==> config.mk <==
export PLATFORM = sky130hd
export DESIGN_NAME = adpcm_nibble_predictive_decoder_top
export DESIGN_NICKNAME = d
export VERILOG_FILES = /design/src/sv/adpcm_pkg.sv /design/src/sv/adpcm_nibble_predictive_decoder_top.sv
export SDC_FILE = /design/constraint.sdc
export NUM_CORES = 1
export LEC_CHECK = 0
export BUFFER_PORTS_ARGS = -buffer_cell sky130_fd_sc_hd__buf_2
export CORE_MARGIN = 1
export CORE_UTILIZATION = 65
export CTS_BUF_LIST = sky130_fd_sc_hd__clkbuf_8
export DETAILED_ROUTE_END_ITERATION = 8
export HOLD_SLACK_MARGIN = 0.08
export PLACE_DENSITY = 0.92
export SLEW_MARGIN = 20
export SYNTH_ARGS = -nofsm -noshare
export SYNTH_HDL_FRONTEND = slang
export SYNTH_SLANG_ARGS = --single-unit
==> constraint.sdc <==
create_clock -name aclk -period 11.9 [get_ports aclk]
set_clock_uncertainty 0.15 [all_clocks]
set_input_delay 0.595 -clock aclk [delete_from_list [all_inputs] [get_ports aclk]]
set_output_delay 0.595 -clock aclk [all_outputs]
set_load 0.1 [all_outputs]
==> src/sv/adpcm_pkg.sv <==
// package for the nibble predictive adpcm decoder: widths, codes and the step table
`timescale 1ns / 1ps
`default_nettype none

package adpcm_pkg;

    localparam int unsigned HDR_W      = 8;
    localparam int unsigned DAT_W      = 8;
    localparam int unsigned SAMPLE_W   = 8;
    localparam int unsigned VOLUME_W   = 7;
    localparam int unsigned SCALED_W   = 15;
    localparam int unsigned POS_W      = 6;
    localparam int unsigned S_TDATA_W  = 16;
    localparam int unsigned M_TDATA_W  = 24;

    localparam logic [POS_W-1:0] BLOCK_LAST = POS_W'(47);
    localparam logic [POS_W-1:0] HALF_START = POS_W'(24);

    typedef enum logic [1:0] {
        PRED_STEP      = 2'd0,
        PRED_PREV      = 2'd1,
        PRED_SLOPE     = 2'd2,
        PRED_HALF_OLD  = 2'd3
    } pred_mode_t;

    typedef logic signed [SAMPLE_W-1:0] sample_t;

    // step table, row major: row from the header, column from the code
    localparam sample_t STEP_ROM [0:255] = '{
        8'sd0, 8'sd14, 8'sd28, 8'sd42, 8'sd56, 8'sd70, 8'sd84, 8'sd97,
        -8'sd111, -8'sd97, -8'sd84, -8'sd70, -8'sd56, -8'sd42, -8'sd28, -8'sd14,
        8'sd0, 8'sd13, 8'sd26, 8'sd39, 8'sd52, 8'sd65, 8'sd78, 8'sd91,
        -8'sd104, -8'sd91, -8'sd78, -8'sd65, -8'sd52, -8'sd39, -8'sd26, -8'sd13,
        8'sd0, 8'sd11, 8'sd21, 8'sd32, 8'sd43, 8'sd54, 8'sd64, 8'sd75,
        -8'sd86, -8'sd75, -8'sd64, -8'sd54, -8'sd43, -8'sd32, -8'sd21, -8'sd11,
        8'sd0, 8'sd9, 8'sd18, 8'sd27, 8'sd35, 8'sd44, 8'sd53, 8'sd62,
        -8'sd71, -8'sd62, -8'sd53, -8'sd44, -8'sd35, -8'sd27, -8'sd18, -8'sd9,
        8'sd0, 8'sd7, 8'sd13, 8'sd20, 8'sd27, 8'sd34, 8'sd40, 8'sd47,
        -8'sd54, -8'sd47, -8'sd40, -8'sd34, -8'sd27, -8'sd20, -8'sd13, -8'sd7,
        8'sd0, 8'sd6, 8'sd11, 8'sd17, 8'sd22, 8'sd28, 8'sd33, 8'sd39,
        -8'sd44, -8'sd39, -8'sd33, -8'sd28, -8'sd22, -8'sd17, -8'sd11, -8'sd6,
        8'sd0, 8'sd5, 8'sd9, 8'sd14, 8'sd18, 8'sd23, 8'sd27, 8'sd32,
        -8'sd36, -8'sd32, -8'sd27, -8'sd23, -8'sd18, -8'sd14, -8'sd9, -8'sd5,
        8'sd0, 8'sd4, 8'sd8, 8'sd11, 8'sd15, 8'sd19, 8'sd23, 8'sd26,
        -8'sd30, -8'sd26, -8'sd23, -8'sd19, -8'sd15, -8'sd11, -8'sd8, -8'sd4,
        8'sd0, 8'sd3, 8'sd6, 8'sd9, 8'sd12, 8'sd15, 8'sd17, 8'sd20,
        -8'sd23, -8'sd20, -8'sd17, -8'sd15, -8'sd12, -8'sd9, -8'sd6, -8'sd3,
        8'sd0, 8'sd2, 8'sd5, 8'sd7, 8'sd10, 8'sd12, 8'sd14, 8'sd17,
        -8'sd19, -8'sd17, -8'sd14, -8'sd12, -8'sd10, -8'sd7, -8'sd5, -8'sd2,
        8'sd0, 8'sd2, 8'sd4, 8'sd6, 8'sd8, 8'sd10, 8'sd12, 8'sd14,
        -8'sd16, -8'sd14, -8'sd12, -8'sd10, -8'sd8, -8'sd6, -8'sd4, -8'sd2,
        8'sd0, 8'sd2, 8'sd3, 8'sd5, 8'sd6, 8'sd8, 8'sd10, 8'sd11,
        -8'sd13, -8'sd11, -8'sd10, -8'sd8, -8'sd6, -8'sd5, -8'sd3, -8'sd2,
        8'sd0, 8'sd1, 8'sd2, 8'sd4, 8'sd5, 8'sd6, 8'sd7, 8'sd9,
        -8'sd10, -8'sd9, -8'sd7, -8'sd6, -8'sd5, -8'sd4, -8'sd2, -8'sd1,
        8'sd0, 8'sd1, 8'sd2, 8'sd3, 8'sd4, 8'sd5, 8'sd6, 8'sd7,
        -8'sd8, -8'sd7, -8'sd6, -8'sd5, -8'sd4, -8'sd3, -8'sd2, -8'sd1,
        8'sd0, 8'sd1, 8'sd2, 8'sd3, 8'sd3, 8'sd4, 8'sd5, 8'sd6,
        -8'sd7, -8'sd6, -8'sd5, -8'sd4, -8'sd3, -8'sd3, -8'sd2, -8'sd1,
        8'sd0, 8'sd1, 8'sd1, 8'sd2, 8'sd3, 8'sd4, 8'sd4, 8'sd5,
        -8'sd6, -8'sd5, -8'sd4, -8'sd4, -8'sd3, -8'sd2, -8'sd1, -8'sd1
    };

endpackage

`default_nettype wire

==> src/sv/adpcm_nibble_predictive_decoder_top.sv <==
// top level of the nibble predictive adpcm decoder with output register and skid stage
//
// usage:
//   s_axis carries one input transfer per 4-bit code: tdata holds the block header
//   byte and the data byte. the decoder keeps a nibble position (0..47, wraps) and
//   picks the low nibble on even positions and the high nibble on odd ones, so the
//   same data byte is normally sent twice in a row
//   m_axis returns one transfer per input transfer: the wrapped 8-bit sample and
//   that sample times the volume register
//   volume is written through volume_wr_en / volume_wr_data while the stream is idle
//   the result of an input transfer is registered before it appears on m_axis
//   throughput: one code per cycle while s_axis_tready is high; the decode (table
//   lookup, predictor add, one 8x7 multiply) is a single pass between the input handshake and the result register
//   stall: a result not taken stays on m_axis; one more result parks in the skid
//   register, then s_axis_tready drops until the receiver takes data again
//   reset (aresetn low, synchronous): history and position clear, volume is 0,
//   both result registers empty
`timescale 1ns / 1ps
`default_nettype none

module adpcm_nibble_predictive_decoder_top
    import adpcm_pkg::*;
(
    input  wire logic                 aclk,
    input  wire logic                 aresetn,
    // volume register write
    input  wire logic                 volume_wr_en,
    input  wire logic [VOLUME_W-1:0]  volume_wr_data,
    // input stream
    input  wire logic                 s_axis_tvalid,
    output logic                      s_axis_tready,
    input  wire logic [S_TDATA_W-1:0] s_axis_tdata,   // [7:0] header_byte, [15:8] data_byte
    // result stream
    output logic                      m_axis_tvalid,
    input  wire logic                 m_axis_tready,
    output logic [M_TDATA_W-1:0]      m_axis_tdata    // [14:0] scaled_sample, [22:15] raw_sample, [23] zero
);

    // decoder state
    logic [VOLUME_W-1:0] volume_reg;
    sample_t             prev_reg;
    sample_t             older_reg;
    logic [POS_W-1:0]    pos_reg;

    // output register and skid stage
    logic                 out_valid_reg,  out_valid_next;
    logic [M_TDATA_W-1:0] out_data_reg,   out_data_next;
    logic                 skid_valid_reg, skid_valid_next;
    logic [M_TDATA_W-1:0] skid_data_reg,  skid_data_next;

    logic [HDR_W-1:0]    hdr;
    logic [DAT_W-1:0]    dat;
    logic [3:0]          nib;
    logic [3:0]          row;
    pred_mode_t          mode;
    sample_t             step;
    logic signed [10:0]  sum_wide;
    sample_t             sample;
    sample_t             half_older;
    logic signed [15:0]  prod;
    logic [M_TDATA_W-1:0] result;
    logic                accept;
    logic                take;

    assign s_axis_tready = ~skid_valid_reg;
    assign accept        = s_axis_tvalid & s_axis_tready;
    assign take          = out_valid_reg & m_axis_tready;

    assign m_axis_tvalid = out_valid_reg;
    assign m_axis_tdata  = out_data_reg;

    assign hdr  = s_axis_tdata[HDR_W-1:0];
    assign dat  = s_axis_tdata[S_TDATA_W-1:HDR_W];
    assign mode = pred_mode_t'(hdr[5:4]);

    // odd positions use the high nibble
    assign nib = pos_reg[0] ? dat[7:4] : dat[3:0];

    // second half of the block: bit 6 lowers the row by one, bit 7 raises it by two
    always_comb begin
        row = hdr[3:0];
        if (pos_reg >= HALF_START) begin
            row = hdr[3:0] + (hdr[6] ? 4'hF : 4'h0) + (hdr[7] ? 4'h2 : 4'h0);
        end
    end

    assign step       = STEP_ROM[{row, nib}];
    assign half_older = older_reg >>> 1;

    always_comb begin
        unique case (mode)
            PRED_STEP: begin
                sum_wide = 11'(step);
            end
            PRED_PREV: begin
                sum_wide = 11'(step) + 11'(prev_reg);
            end
            PRED_SLOPE: begin
                sum_wide = 11'(step) + (11'(prev_reg) <<< 1) - 11'(older_reg);
            end
            PRED_HALF_OLD: begin
                sum_wide = 11'(step) + 11'(prev_reg) - 11'(half_older);
            end
            default: begin
                sum_wide = 11'(step);
            end
        endcase
    end

    // the sum wraps to 8 bits
    assign sample = sum_wide[SAMPLE_W-1:0];
    assign prod   = 16'(sample) * $signed({1'b0, volume_reg});
    assign result = {1'b0, sample, prod[SCALED_W-1:0]};

    // output register with one skid slot behind it
    always_comb begin
        out_valid_next  = out_valid_reg;
        out_data_next   = out_data_reg;
        skid_valid_next = skid_valid_reg;
        skid_data_next  = skid_data_reg;
        if (take) begin
            if (skid_valid_reg) begin
                out_data_next   = skid_data_reg;
                skid_valid_next = 1'b0;
            end else if (accept) begin
                out_data_next = result;
            end else begin
                out_valid_next = 1'b0;
            end
        end else if (accept) begin
            if (out_valid_reg) begin
                skid_valid_next = 1'b1;
                skid_data_next  = result;
            end else begin
                out_valid_next = 1'b1;
                out_data_next  = result;
            end
        end
    end

    always_ff @(posedge aclk) begin
        if (!aresetn) begin
            volume_reg     <= '0;
            prev_reg       <= '0;
            older_reg      <= '0;
            pos_reg        <= '0;
            out_valid_reg  <= 1'b0;
            skid_valid_reg <= 1'b0;
        end else begin
            out_valid_reg  <= out_valid_next;
            skid_valid_reg <= skid_valid_next;
            if (volume_wr_en) begin
                volume_reg <= volume_wr_data;
            end
            if (accept) begin
                older_reg <= prev_reg;
                prev_reg  <= sample;
                pos_reg   <= (pos_reg >= BLOCK_LAST) ? '0 : pos_reg + POS_W'(1);
            end
        end
    end

    // payload only
    always_ff @(posedge aclk) begin
        out_data_reg  <= out_data_next;
        skid_data_reg <= skid_data_next;
    end

endmodule

`default_nettype wire
==> run summary <==
Register area - 0.002002 mm2
Placeable core area - 0.01340 mm2
Min cycle time layout - 11.07 ns
Post-DP HPWL - 17.62 mm
Final setup vio count - 0
Min Hold Slack - 0.3166 ns
Maxcap violations - 0
Synthesized cell area - 0.009040 mm2
Relative slew slack - 34.94%
Hold path cells - 2
Yosys top cell area share - 15.28%
Max clock buf depth - 2
Number of cell rows - 42
Vias in the first global route - 8031
IO Port Bufs - 52
Fillers - 994
RSZ-0062 raised after global routing - no
Remaining DRCs - 0
Largest area contributor in the netlist - edfxtp_1
Via-to-Cell Ratio - 6.558
TritonCTS Buffers - 9
Chip width - 119.9 um
Peak VDD IR - 93.99 uV
Critical Path RT - 11.87 ns
Final ANT Viol Nets - 0
Post-synthesis register bit count - 77
Avg Cell Area, Syn - 8.536 um2
P&R area growth vs syn - 4.997%
Num ports - 54
Die area - 0.01438 mm2
Largest net degree at the start of global routing - 41
Worst setup EP type - register
Critical Path Source - pos_reg[0]
First-pass GRT wire length - 39.46 mm
Clock transition at path regs - 0.09 ns
Count leader, synth - nand2_1
Reg2reg end - m_axis_tdata[13]
Tcrit/Tclk final - 93.06%
Drt first-iter violations - 951
Post-synthesis net count - 1211
Synth warn - 0
Status - finished, final reports clean
Final net count - 1219
Synth area leaders - edfxtp_1 15%, fa_1 11%, ha_1 10%
GRT Util Overall - 34.75%
CP startpoint kind - register
Async SR Flop Fraction - 0%
CP max stage delay - 0.93 ns
Worst Path Max Fanout - 24
Max Transition Viols Final - 0
Final TNS setup - 0 ns
Leak - 4.110 nW
Hold Path Sink - older_reg[6]
CTS Hold Bufs - 0
DR vias - 8185
PostCTS Resize Cnt - 0
Crit path kind - reg2reg
Worst path slowest cell - dfxtp_1
Layout cells sized above 1 - 11.01%
CTS tree - done
Initial antenna violation count - 0
Routability cong. - 1.050
Hold Startpoint - older_reg[6]
Worst Reg-to-Reg Cells - 36
Reg2Reg Launch Point - pos_reg[0]
Worst hold path type - reg2reg
Root Driver - clkbuf_8
Clock sinks - 77
H-tree Lvls - 3
Aggregate global routing overflow - 0
Worst R2R Setup Slack - 0.83 ns
Worst-skew pair later-pin latency - 0.38 ns
Area of the multi-input gates - 0.006317 mm2
Die height - 119.9 um
Diode count - 0
Netlist cell types - 80
Final Hold Fails - 0
Sequential fraction of the synthesis area - 22.15%
Number of synthesized flops with an enable pin - 46
Routed WL - 24.15 mm
Initial Utilization - 67.46%
Mapped Cells - 1059
Pwr dens - 199.6 mW/mm2
Critical path data arrival time - 11.04 ns
Postcts setup bufs - 0
Count of TritonRoute iterations in the first routing pass - 8
Avg WL per Cell - 19.35 um
Top_reg_cell synth - edfxtp_1
Actual slew at the worst max-slew pin - 0.9689 ns
Synth top cells by count - 114 x nand2_1, 105 x inv_1, 74 x ha_1, 68 x nor2_1, 50 x fa_1
F_max - 90.30 MHz
-- placed cells by master, fill, tap and decap left out, drive strengths merged, types with 17 or more instances in the layout --
cell type  Yosys  routed
a21oi         41      41
edfxtp        46      46
and2          44      44
o21ai         53      53
a211oi        19      19
ha            74      74
nor3          20      20
inv          108     109
nand2        114     114
nand3         26      26
o211ai        20      20
buf           26      62
nor2          68      68
fa            50      50
mux2i         39      39
dfxtp         31      31
mux2          21      21
nor2b         17      17
xnor2         32      32
-- cell type report --
cell class	count	share of cell area (%)
clock buffers	9	1.305
clock inverters	7	0.5405
inverters	111	4.442
multi-input cells	806	66.56
flip-flops and latches	77	21.09
well taps	176	2.320
repair buffers	62	3.744
-- per-stage QoR --
stage / total power, mW / util [%] / instance area, um2 / setup WS, ns / instances
6_report: 1.894 / 70.83 / 9492 / 0.8263 / 1248
5_1_grt: 2.039 / 70.83 / 9492 / 0.2219 / 1248
4_1_cts: 1.879 / 70.63 / 9464 / 1.050 / 1247
3_5_place_dp: 1.685 / 69.32 / 9289 / 1.087 / 1231
3_3_place_gp: 1.613 / 69.32 / 9289 / 1.312 / 1231
2_1_floorplan: 1.427 / - / 9040 / 2.121 / 1059
-- layer usage --
metal | GRT usage, % | up-vias | part of all wire (%)
li1 | - | 3729 | -
met1 | 42.90 | 3863 | 39
met2 | 56.79 | 473 | 47
met3 | 5.798 | 120 | 7.8
met4 | 21.02 | 0 | 5.7
met5 | 0 | - | 0
-- worst max path at each step --
stage	endpoint	depth (start not counted)	slack (ns)
after floorplan	m_axis_tdata[13]	37	2.12
after global placement	m_axis_tdata[13]	41	1.31
after detailed placement	m_axis_tdata[13]	36	1.09
after CTS	m_axis_tdata[13]	36	1.05
after global routing	m_axis_tdata[13]	36	0.22
final	m_axis_tdata[13]	36	0.83
-- kinds of logic (layout without fill, tap and decap cells) --
kind of cell	Yosys count	in the layout	synth area share, %
AND/OR/NAND/NOR	323	323	16.84
AO/OA/AOI/OAI	249	249	18.91
buffers and inverters	176	189	8.055
adder cells (fa/ha/maj)	124	124	21.31
flip-flops	77	77	22.15
multiplexers	63	63	8.083
XOR/XNOR	46	46	4.609
other	1	1	0.04148
-- worst max-delay path: cells and delay by family, from the launching register on --
kind | cells | cell delay, ns
adder cells (fa/ha/maj) | 8 | 3.64
AO/OA/AOI/OAI | 11 | 2.15
AND/OR/NAND/NOR | 7 | 1.85
buffers and inverters | 6 | 0.93
flip-flops | 1 | 0.93
multiplexers | 2 | 0.81
XOR/XNOR | 2 | 0.34
-- report_power, final --
| part | internal, mW | switching, mW |
|---|---|---|
| Sequential | 0.377 | 0.0250 |
| Combinational | 0.469 | 0.838 |
| Clock | 0.0763 | 0.110 |
Note: power is estimated with default switching activity, not from simulation.
